$ cat src/hw/rtl/rfft_ram.sv
// ----------------------------------------------------------------------------
// rfft_ram: generic single-write, single-read RAM
// One write port, one read port with registered read data.
// ----------------------------------------------------------------------------
module rfft_ram #(
  parameter int WIDTH = 8,
  parameter int DEPTH = 16
) (
  input  logic                     clk_i,
  input  logic                     we_i,
  input  logic [$clog2(DEPTH)-1:0] waddr_i,
  input  logic [WIDTH-1:0]         wdata_i,
  input  logic [$clog2(DEPTH)-1:0] raddr_i,
  output logic [WIDTH-1:0]         rdata_o
);

  logic [WIDTH-1:0] mem_q [DEPTH];
  logic [WIDTH-1:0] rdata_q;

  always_ff @(posedge clk_i) begin
    if (we_i) begin
      mem_q[waddr_i] <= wdata_i;
    end
    rdata_q <= mem_q[raddr_i];
  end

  assign rdata_o = rdata_q;

endmodule

$ cat config.mk
export PLATFORM = sky130hd
export DESIGN_NAME = rfft_ram
export DESIGN_NICKNAME = d
export VERILOG_FILES = /design/src/hw/rtl/rfft_ram.sv
export SDC_FILE = /design/constraint.sdc
export NUM_CORES = 1
export LEC_CHECK = 0
export BUFFER_PORTS_ARGS = -buffer_cell sky130_fd_sc_hd__buf_2
export CORE_UTILIZATION = 54
export DETAILED_ROUTE_END_ITERATION = 8
export GPL_ROUTABILITY_DRIVEN = 0
export HOLD_SLACK_MARGIN = 0.15
export PLACE_DENSITY = 0.74
export SETUP_SLACK_MARGIN = 0.02
export SLEW_MARGIN = 10
export SYNTH_ARGS = -nofsm -noshare
export SYNTH_HDL_FRONTEND = slang
export SYNTH_SLANG_ARGS = --single-unit
$ cat constraint.sdc
create_clock -name clk_i -period 1.74 [get_ports clk_i]
set_input_delay 0.348 -clock clk_i [delete_from_list [all_inputs] [get_ports clk_i]]
set_output_delay 0.348 -clock clk_i [all_outputs]
set_load 0.02 [all_outputs]
### Yosys cells after proc, flatten, opt, wreduce, memory -nomap -nowiden

Memories as Yosys holds them, arrays and structs flattened. A register that Yosys moved wholly into a read port is not among the register bits.
Cells that the tools add are included.

| word-level totals | value |
|---|---|
| flip-flop bits (word level) | 0 |
| RAM bits | 128 |
| memories kept | 1 |
| logic and storage cells | 3 |

| operators by class | value |
|---|---|
| mux-type cells | 2 |

Memory list:

| name | depth | bits a word | read ports | clocked after memory_dff | write ports | line | source |
|---|---|---|---|---|---|---|---|
| mem_q | 16 | 8 | 1 | 1 | 1 | 17 | `logic [WIDTH-1:0] mem_q [DEPTH];` |

Operators by type and width:

| operator | count |
|---|---|
| $mux W1 | 2 |

### Logic depth before layout (Yosys ltp)

Gate-level depths: netlist (run 1).

| logic depth | value |
|---|---|
| depth after elaboration | 2 |
| gate-level depth with buffers | 5 |
| mapped depth without buffers | 3 |

### Worst setup path before layout (run 1)

OpenSTA, ideal clock, no wires.

| path | value |
|---|---|
| kind | input to register |
| start | input port waddr_i[2] |
| end | memory mem_q[0][0] (enable) |
| arrival | 1.458 ns |
| setup time | 0.383 ns |
| required time | 1.357 ns |
| path slack | -0.101 ns |
| stages on the path | 2 |
| path buffers | 0 |
| cells stage by stage | or3b_2 -> nor3_1 |

RTL lines:

| what | line | source |
|---|---|---|
| start: declaration | 11 | `input logic [$clog2(DEPTH)-1:0] waddr_i,` |
| end: declaration | 17 |  |

No word-level cell before the write port.

### Worst setup path in the final report (run 1)

| path | value |
|---|---|
| start | register rdata_q[6], in the netlist rdata_o[6], read port of mem_q |
| end | output port rdata_o[6] |

RTL lines:

| what | line | source |
|---|---|---|
| start: declaration | 18 | `logic [WIDTH-1:0] rdata_q;` |
| end: declaration | 14 | `output logic [WIDTH-1:0] rdata_o` |

No word-level cell between the ends.

==> impl_metrics.tcl, run 1 <==
set metrics [dict create \
    wl_met1_um 3880 \
    synth_ff_type "edfxtp_1" \
    rows 35 \
    first_iter_violations 177 \
    path_max_fanout 1 \
    cts.htree.levels 4 \
    ys_types 19 \
    rsz0062_at_grt "false" \
    die_h_um 99.6 \
    hp-class "input port to flip-flop" \
    mappedNetlistArea_mm2 0.00515 \
    cp.required_ns 1.39 \
    overflow 0 \
    crit_type "flip-flop to output pin" \
    crit_arrival_ns 1.06 \
    finalPower_mw 7.56 \
    synthToLayoutAreaGrowth_pct 19.2 \
    async_reset_ff_share_pct 0 \
    cts_tree "yes" \
    post_cts_resized 0 \
    drt_pass1_iterations 4 \
    timing.final.max_slew_violations 0 \
    drc 0 \
    synth.largest_area_cell "edfxtp_1" \
    grt_pass1_vias 2490 \
    placed_cells 394 \
    period_share_pct 80.7 \
    fmax_mhz 713 \
    syn_avg_cell_area_um2 22.5 \
    wl_met3_um 497 \
    viasPerCell 5.71 \
    p_leak_nw 2.09 \
    grt_pass1_wl_um 14000 \
    critPathSlowestCell "dfxtp_1" \
    via_count 2426 \
    chipWidth_um 99.6 \
    synth_edf_count 128 \
    start_kind "flip-flop" \
    postRouteAntennaNets 0 \
    antenna_found_initial 0 \
    stdcell_count 425 \
    syn-instance-count 229 \
    synth_warnings 0 \
    cts_buffers 17 \
    drt_wl_total_um 9190 \
    num-fill-cells 601 \
    root_buffer "clkbuf_8" \
    syn-num-nets 247 \
    status "complete, no violations" \
    post-cts-setup-buffers 0 \
    ctsHoldBuffers 0 \
    die_area_mm2 0.00993 \
    start_util_pct 55.7 \
    ys_seq_area_share_pct 77.8 \
    top_layer "met4" \
    finalNetCount 302 \
    totalNegativeSetupSlack_ns 0 \
    power_density_mw_per_mm2 1230 \
    irDropWorstVdd_mv 0.610 \
    synth_seq_cells 136 \
    synth_area_leaders "edfxtp_1 75%, mux4_2 7.9%, mux4_1 7.1%" \
    finalSetupViolCount 0 \
    ctsLongestPathBuffers 2 \
    layout-drive-gt1-share_pct 32.4 \
    dp_hpwl_um 5870 \
    yosys.cell_count.top_type "edfxtp_1" \
    final_hold_viol_count 0 \
    wire_per_inst_um 21.6 \
    clkTransAtPathRegs_ns 0.06 \
    grt_use_total_pct 20.6 \
    io_buffers 25 \
    path_buf_inv 1 \
    critical_path.top_delay_family "flip-flops" \
    worst_slew_pin_slew_ns 0.660 \
    core_mm2 0.00924 \
    timing.final.crit_period_ns 1.40 \
    wl_met2_um 4710 \
    slowest_delay_ns 0.36 \
    relSlewSlack_pct 55.9 \
    clk_latency_ns 0.52 \
    antenna_cells 0 \
    endpoint_kind "output pin" \
    ios 26 \
    max-cap-violations 0 \
    synth_common_cells "128 x edfxtp_1, 18 x mux4_2, 16 x a22oi_1" \
    grt_max_degree 33 \
    path_cells "buf_2" \
    fin_skew_ns 0.0128 \
    cts.sinks 136 \
    synth_top_area_share_pct 74.7 \
]
## cells in the final DEF, fill, tap and decap left out
master      instances
a22oi_1            16
nand3_1             1
nand3b_1            2
nor3_1              3
inv_6               3
nand2_1             9
mux4_1             14
clkinv_4            2
bufinv_16           3
nor2_1             13
nor3_2              1
or3b_2              1
clkbuf_16          16
clkinv_1            1
nor2b_1             1
clkinvlp_4          5
clkbuf_8            1
buf_2              25
and2b_1             1
dfxtp_1             8
mux4_2             18
buf_12              3
buf_4              18
nand2b_1            2
and2_1              1
edfxtp_1          128
## area by class of cell
class | instances | area [um^2] | share of cell area, %
flip-flops and latches | 136 | 4000 | 65.2
clock inverters | 14 | 175 | 2.85
clock buffers | 17 | 414 | 6.75
multi-input cells | 83 | 1060 | 17.3
well taps | 129 | 161 | 2.63
repair buffers | 46 | 320 | 5.22
## metal layers
layer	track usage (%)	vias up
met1	27.8	1255
met2	32.3	80
met5	0	-
li1	-	1083
met4	8.14	0
met3	6.04	8
## logic make-up (layout without fill, tap and decap cells)
logic type | after synthesis | in the layout | synth area share (%)
flip-flops | 136 | 136 | 77.8
AND/OR/NAND/NOR | 35 | 35 | 3.18
multiplexers | 32 | 32 | 15.0
AO/OA/AOI/OAI | 16 | 16 | 2.33
buffers and inverters | 10 | 77 | 1.68
## through the flow
stage	util, %	worst slack [ns]	hold slack, ns	area [um^2]
2_1_floorplan	-	0.126	0.447	5150
3_3_place_gp	60.0	0.0106	0.654	5550
3_5_place_dp	60.0	-0.0626	0.668	5550
4_1_cts	66.4	0.306	0.188	6140
5_1_grt	66.4	0.270	0.202	6140
6_report	66.4	0.337	0.216	6140
## power breakdown
part	switching (mW)	internal [mW]	total (mW)	leakage [nW]
clock	1.33	2.18	3.52	0.271
combinational	0.207	0.154	0.361	0.596
sequential	0.0220	3.66	3.68	1.22
total	1.56	6.00	7.56	2.09
## sequential cells by signal, summed over array words and instances, names as in the netlist
name     cells
mem_q      128
rdata_o      8
## path summary, 6_finish.rpt
kind	cells after the start	startpoint	slack, ns	to
max	1	rdata_o[6]	0.34	rdata_o[6]
min	1	wdata_i[0]	0.22	mem_q[5][0]
max reg2reg	3	mem_q[1][4]	0.37	rdata_o[4]
min reg2reg	3	mem_q[4][3]	0.67	rdata_o[3]
Power figures use the tool's default switching activity.
==> run 2, diff against run 1 <==
- ABC_AREA: not set -> 1
- CORE_UTILIZATION: 54 -> 60
- PLACE_DENSITY: 0.74 -> 0.78
- clock period: 1.74 -> 1.47 ns (I/O delays scaled with it)
==> run 2 against run 1 <==
Core utilization rose by 6.6 points; hold slack worse by 0.030 ns; die area up 0.80%; synthesized cell count up 140%.
==> impl_metrics.tcl, run 2 <==
set metrics [dict create \
    p_leak_nw 2.97 \
    yosys.cell_count.top_type "nand2_1" \
    path_buf_inv 1 \
    postRouteAntennaNets 0 \
    fin_skew_ns 0.00798 \
    synth_mux_area_share_pct 0 \
    antenna_cells 0 \
    clkTransAtPathRegs_ns 0.06 \
    timing.final.max_slew_violations 0 \
    rr_endpoint "rdata_o[1]" \
    antenna_found_initial 0 \
    synth_warnings 0 \
    finalSetupViolCount 0 \
    slowest_delay_ns 0.36 \
    stdcell_area_mm2 0.00678 \
    start_kind "flip-flop" \
    ff2ff_path_depth 6 \
    post_cts_resized 0 \
    layout_common_cells "173 x nand2_1, 128 x edfxtp_1, 100 x inv_1" \
    crit_type "flip-flop to output pin" \
    fmax_mhz 739 \
    ys_seq_area_share_pct 69.4 \
    post_dp_cell_area_mm2 0.00614 \
    synthToLayoutAreaGrowth_pct 17.5 \
    rrSetupSlack_ns 0.44 \
    rows 35 \
    drc 0 \
    grt_use_total_pct 28.0 \
    grt_pass1_vias 3890 \
    cp.required_ns 1.18 \
    dp_hpwl_um 7590 \
    synth_common_cells "173 x nand2_1, 128 x edfxtp_1, 100 x inv_1" \
    period_share_pct 92.1 \
    reg2reg_from "mem_q[7][1]" \
    overflow 0 \
    path_cells "buf_2" \
    crit_start "rdata_o[0]" \
    synth_compound_area_share_pct 0 \
    synth_top_family_by_area "simple AND/OR/NAND/NOR gates" \
    drt_pass1_iterations 5 \
    power_density_mw_per_mm2 1380 \
    synth_area_leaders "edfxtp_1 67%, nand2_1 11%, nand3_1 8.4%" \
    synth_seq_cells 136 \
    core_mm2 0.00928 \
    syn-num-nets 569 \
    synth_xor_area_share_pct 0 \
    hp-start "wdata_i[1]" \
    grt_max_degree 34 \
    synth.largest_area_cell "edfxtp_1" \
    synthAdderAreaFrac_pct 0 \
    via_count 3969 \
    crit_arrival_ns 1.06 \
    endpoint_kind "output pin" \
    regMostFlops "mem_q" \
    largest_reg_flops 128 \
    finalNetCount 616 \
    cts.sinks 136 \
    ctsLongestPathBuffers 2 \
    wire_per_inst_um 17.0 \
    relSlewSlack_pct 75.8 \
    root_buffer "clkbuf_8" \
    cts_tree "yes" \
    holdPathEnd "mem_q[5][1]" \
    synth_edf_count 128 \
    io_buffers 25 \
    ys_types 12 \
    ios 26 \
    post-cts-setup-buffers 0 \
    clk_latency_ns 0.53 \
    die_area_mm2 0.0100 \
    synth-simple-area-share_pct 21.0 \
    synth_ff_type "edfxtp_1" \
    hp-class "input port to flip-flop" \
    timing.final.crit_period_ns 1.35 \
    irDropWorstVdd_mv 0.837 \
    syn-instance-count 551 \
    status "complete, no violations" \
    layout-drive-gt1-share_pct 13.7 \
    totalNegativeSetupSlack_ns 0 \
    cts_buffers 17 \
    layout.cells.most_common "nand2_1" \
    die_h_um 100 \
    final_hold_viol_count 0 \
    start_util_pct 62.1 \
    critical_path.top_delay_family "flip-flops" \
    max-cap-violations 0 \
    syn_avg_cell_area_um2 10.5 \
    whs_path_depth 1 \
    worst_slew_pin_slew_ns 0.362 \
    rsz0062_at_grt "false" \
    viasPerCell 5.36 \
    critPathSlowestCell "dfxtp_1" \
    drt_wl_total_um 12600 \
    grt_pass1_wl_um 20000 \
    chipWidth_um 100 \
    synth_top_area_share_pct 66.7 \
    path_max_fanout 1 \
    async_reset_ff_share_pct 0 \
    cts.htree.levels 4 \
    first_iter_violations 330 \
    mappedNetlistArea_mm2 0.00577 \
]
==> run 2: cell count changes after synthesis, moves of 10 or more <==
cell     before  now
nand2_1       9  173
nand3_1       1   97
inv_1         0  100
buf_2         3   13
mux4_1       14    0
mux4_2       18    0
a22oi_1      16    0
==> run 2: power by group <==
part | total [mW] | leakage, nW | switching, mW | internal [mW]
clock network | 4.40 | 0.297 | 1.56 | 2.84
registers | 4.36 | 1.22 | 0.0245 | 4.34
logic | 0.585 | 1.45 | 0.405 | 0.180
==> run 2: cell type report <==
type,instances,area (um^2)
clock buffers,20,445
clock inverters,12,175
fillers,630,2510
inverters,102,383
multi-input cells,289,1210
flip-flops and latches,136,4000
well taps,129,161
repair buffers,52,393
==> run 2: metrics by stage <==
step	power [mW]	std cells	setup slack [ns]	hold slack [ns]	util [%]
2_1_floorplan	4.77	551	0.225	0.393	-
3_3_place_gp	4.99	707	0.123	0.628	66.2
3_5_place_dp	5.01	707	0.0821	0.658	66.2
4_1_cts	9.37	740	0.0924	0.175	73.0
5_1_grt	9.59	740	0.0776	0.174	73.0
6_report	9.34	740	0.117	0.186	73.0
==> run 2: cells by family after synthesis <==
kind of cell / Yosys count
DFF: 136
buffers and inverters: 126
and+or+nand+nor: 289
==> run 2: repair_timing <==
action,4_1_cts,5_1_grt
setup endpoints to repair,0,0
hold buffers,1,0
hold endpoints to repair,6,0
==> run 2: worst max-delay path by stage <==
stage	endpoint	slack, ns	cells past startpoint
floorplan	mem_q[10][0]	0.23	2
global placement	rdata_o[6]	0.12	8
detailed placement	rdata_o[6]	0.08	8
CTS	rdata_o[0]	0.09	1
global route	rdata_o[0]	0.08	1
finish	rdata_o[0]	0.12	1
==> run 2: routing by layer <==
layer / GRT usage (%) / vias up / routed length (um)
li1: - / 1871 / -
met1: 35.3 / 1872 / 4970
met4: 13.4 / 0 / 385
met2: 46.1 / 194 / 6180
met5: 0 / - / 0
met3: 6.75 / 32 / 1030
==> run 3, diff against run 2 <==
- ABC_AREA: 1 -> not set
- CORE_ASPECT_RATIO: not set -> 1.2
- clock period: 1.47 -> 1.55 ns (I/O delays scaled with it)
==> run 3 against run 2 <==
Hold slack got worse by 0.010 ns; sequential cell count unchanged; setup slack improved by 0.066 ns; core utilization increased by 2.4 points; wire length decreased by 23%; highest routed layer unchanged; non-clock buffer count increased by 3; register-to-register slack got worse by 0.26 ns; sequential power decreased by 5.0%; largest cell class unchanged; final cell count decreased by 43%; cell area decreased by 8.8%; critical path depth unchanged.
==> impl_metrics.tcl, run 3 (synthesis results as in run 1) <==
set metrics [dict create \
    ctsLongestPathBuffers 2 \
    layout.cells.most_common "edfxtp_1" \
    num-fill-cells 468 \
    finalNetCount 311 \
    fin_skew_ns 0.00520 \
    first_iter_violations 238 \
    irDropWorstVdd_mv 1.05 \
    grt_pass1_wl_um 14600 \
    grt_max_degree 33 \
    synthToLayoutAreaGrowth_pct 20.0 \
    start_kind "flip-flop" \
    finalSetupViolCount 0 \
    path_max_fanout 1 \
    root_buffer "clkbuf_8" \
    io_buffers 25 \
    power_density_mw_per_mm2 1370 \
    placed_cells 388 \
    regMostFlops "mem_q" \
    timing.final.crit_period_ns 1.37 \
    critical_path.top_delay_family "flip-flops" \
    cts.sinks 136 \
    ios 26 \
    path_buf_inv 1 \
    stdcell_count 420 \
    ctsHoldBuffers 0 \
    dp_hpwl_um 5810 \
    drc 0 \
    final_hold_viol_count 0 \
    post_cts_resized 0 \
    drt_wl_total_um 9660 \
    cts_buffers 17 \
    crit_type "flip-flop to output pin" \
    multi_input_area_mm2 0.00106 \
    die_h_um 103 \
    seq_area_mm2 0.00400 \
    grt_pass1_vias 2548 \
    fmax_mhz 732 \
    start_util_pct 62.8 \
    hp-class "input port to flip-flop" \
    p_leak_nw 2.14 \
    layout_common_cells "128 x edfxtp_1, 28 x buf_4, 25 x buf_2" \
    finalPower_mw 8.48 \
    die_area_mm2 0.00896 \
    wire_per_inst_um 23.0 \
    grt_use_total_pct 24.3 \
    cts_tree "yes" \
    crit_arrival_ns 1.06 \
    worst_slew_pin_slew_ns 0.772 \
    slowest_delay_ns 0.37 \
    use_met3_pct 5.87 \
    overflow 0 \
    post-route-util_pct 75.4 \
    cp.required_ns 1.24 \
    layout-drive-gt1-share_pct 35.0 \
    viasPerCell 6.09 \
    globalRouteMet2Util_pct 39.9 \
    status "complete, no violations" \
    period_share_pct 88.2 \
    path_cells "buf_2" \
    antenna_found_initial 0 \
    via_count 2556 \
    post-cts-setup-buffers 0 \
    largest_reg_flops 128 \
    relSlewSlack_pct 48.4 \
    critPathSlowestCell "dfxtp_1" \
    holdWs_ns 0.176 \
    clk_latency_ns 0.51 \
    clkTransAtPathRegs_ns 0.06 \
    top_usage_layer "met2" \
    max-cap-violations 0 \
    postRouteAntennaNets 0 \
    core_mm2 0.00820 \
    timing.final.max_slew_violations 0 \
    antenna_cells 0 \
    cts.htree.levels 4 \
    chipWidth_um 86.6 \
    use_met1_pct 31.5 \
    rsz0062_at_grt "false" \
    drt_pass1_iterations 6 \
    rows 36 \
    endpoint_kind "output pin" \
]
## run 3: changes by cell type in the layout (fill, tap and decap cells not counted), sizes merged, moves of 16 or more
cell | previous run | this run
mux4 | 0 | 32
nand3 | 97 | 1
nand2 | 173 | 9
inv | 102 | 1
a22oi | 0 | 16
## run 3: worst reg2reg max path: stages (launching register included)
cell and delay (ns):
edfxtp_1 0.37, mux4_1 0.53, a22oi_1 0.28, nand2_1 0.08
## run 3: metal layers
| layer | up-vias | share of wire [%] | routed length [um] |
|---|---|---|---|
| met1 | 1331 | 40 | 3900 |
| met4 | 0 | 1.4 | 134 |
| li1 | 1102 | - | - |
| met3 | 12 | 5.5 | 534 |
| met5 | - | 0 | 0 |
| met2 | 111 | 53 | 5090 |
## run 3: final cells by class
type / count / area share, %
Sequential cell: 136 / 64.8
Multi-Input combinational cell: 83 / 17.2
Clock buffer: 17 / 6.70
Timing Repair Buffer: 55 / 6.08
Clock inverter: 15 / 2.90
Tap cell: 114 / 2.31
## run 3: final timing paths
kind	slack (ns)	depth (start not counted)	to	start
setup / recovery	0.18	1	rdata_o[2]	rdata_o[2]
hold / removal	0.18	1	mem_q[6][7]	wdata_i[7]
setup reg to reg	0.18	3	rdata_o[3]	mem_q[1][3]
hold reg to reg	0.66	3	rdata_o[3]	mem_q[14][3]
## run 3: where the power goes
| group | leakage [nW] | switching, mW | internal (mW) | total, mW |
|---|---|---|---|---|
| registers | 1.22 | 0.0269 | 4.11 | 4.14 |
| clock network | 0.280 | 1.48 | 2.45 | 3.93 |
| logic | 0.638 | 0.240 | 0.177 | 0.417 |
## run 3: per-stage QoR
step           worst slack (ns)  area (um^2)  setup TNS, ns
3_3_place_gp             -0.145         5580         -0.770
2_1_floorplan           -0.0261         5150         -0.703
4_1_cts                   0.138         6180              0
5_1_grt                  0.0749         6180              0
3_5_place_dp             -0.175         5580          -1.55
6_report                  0.183         6180              0
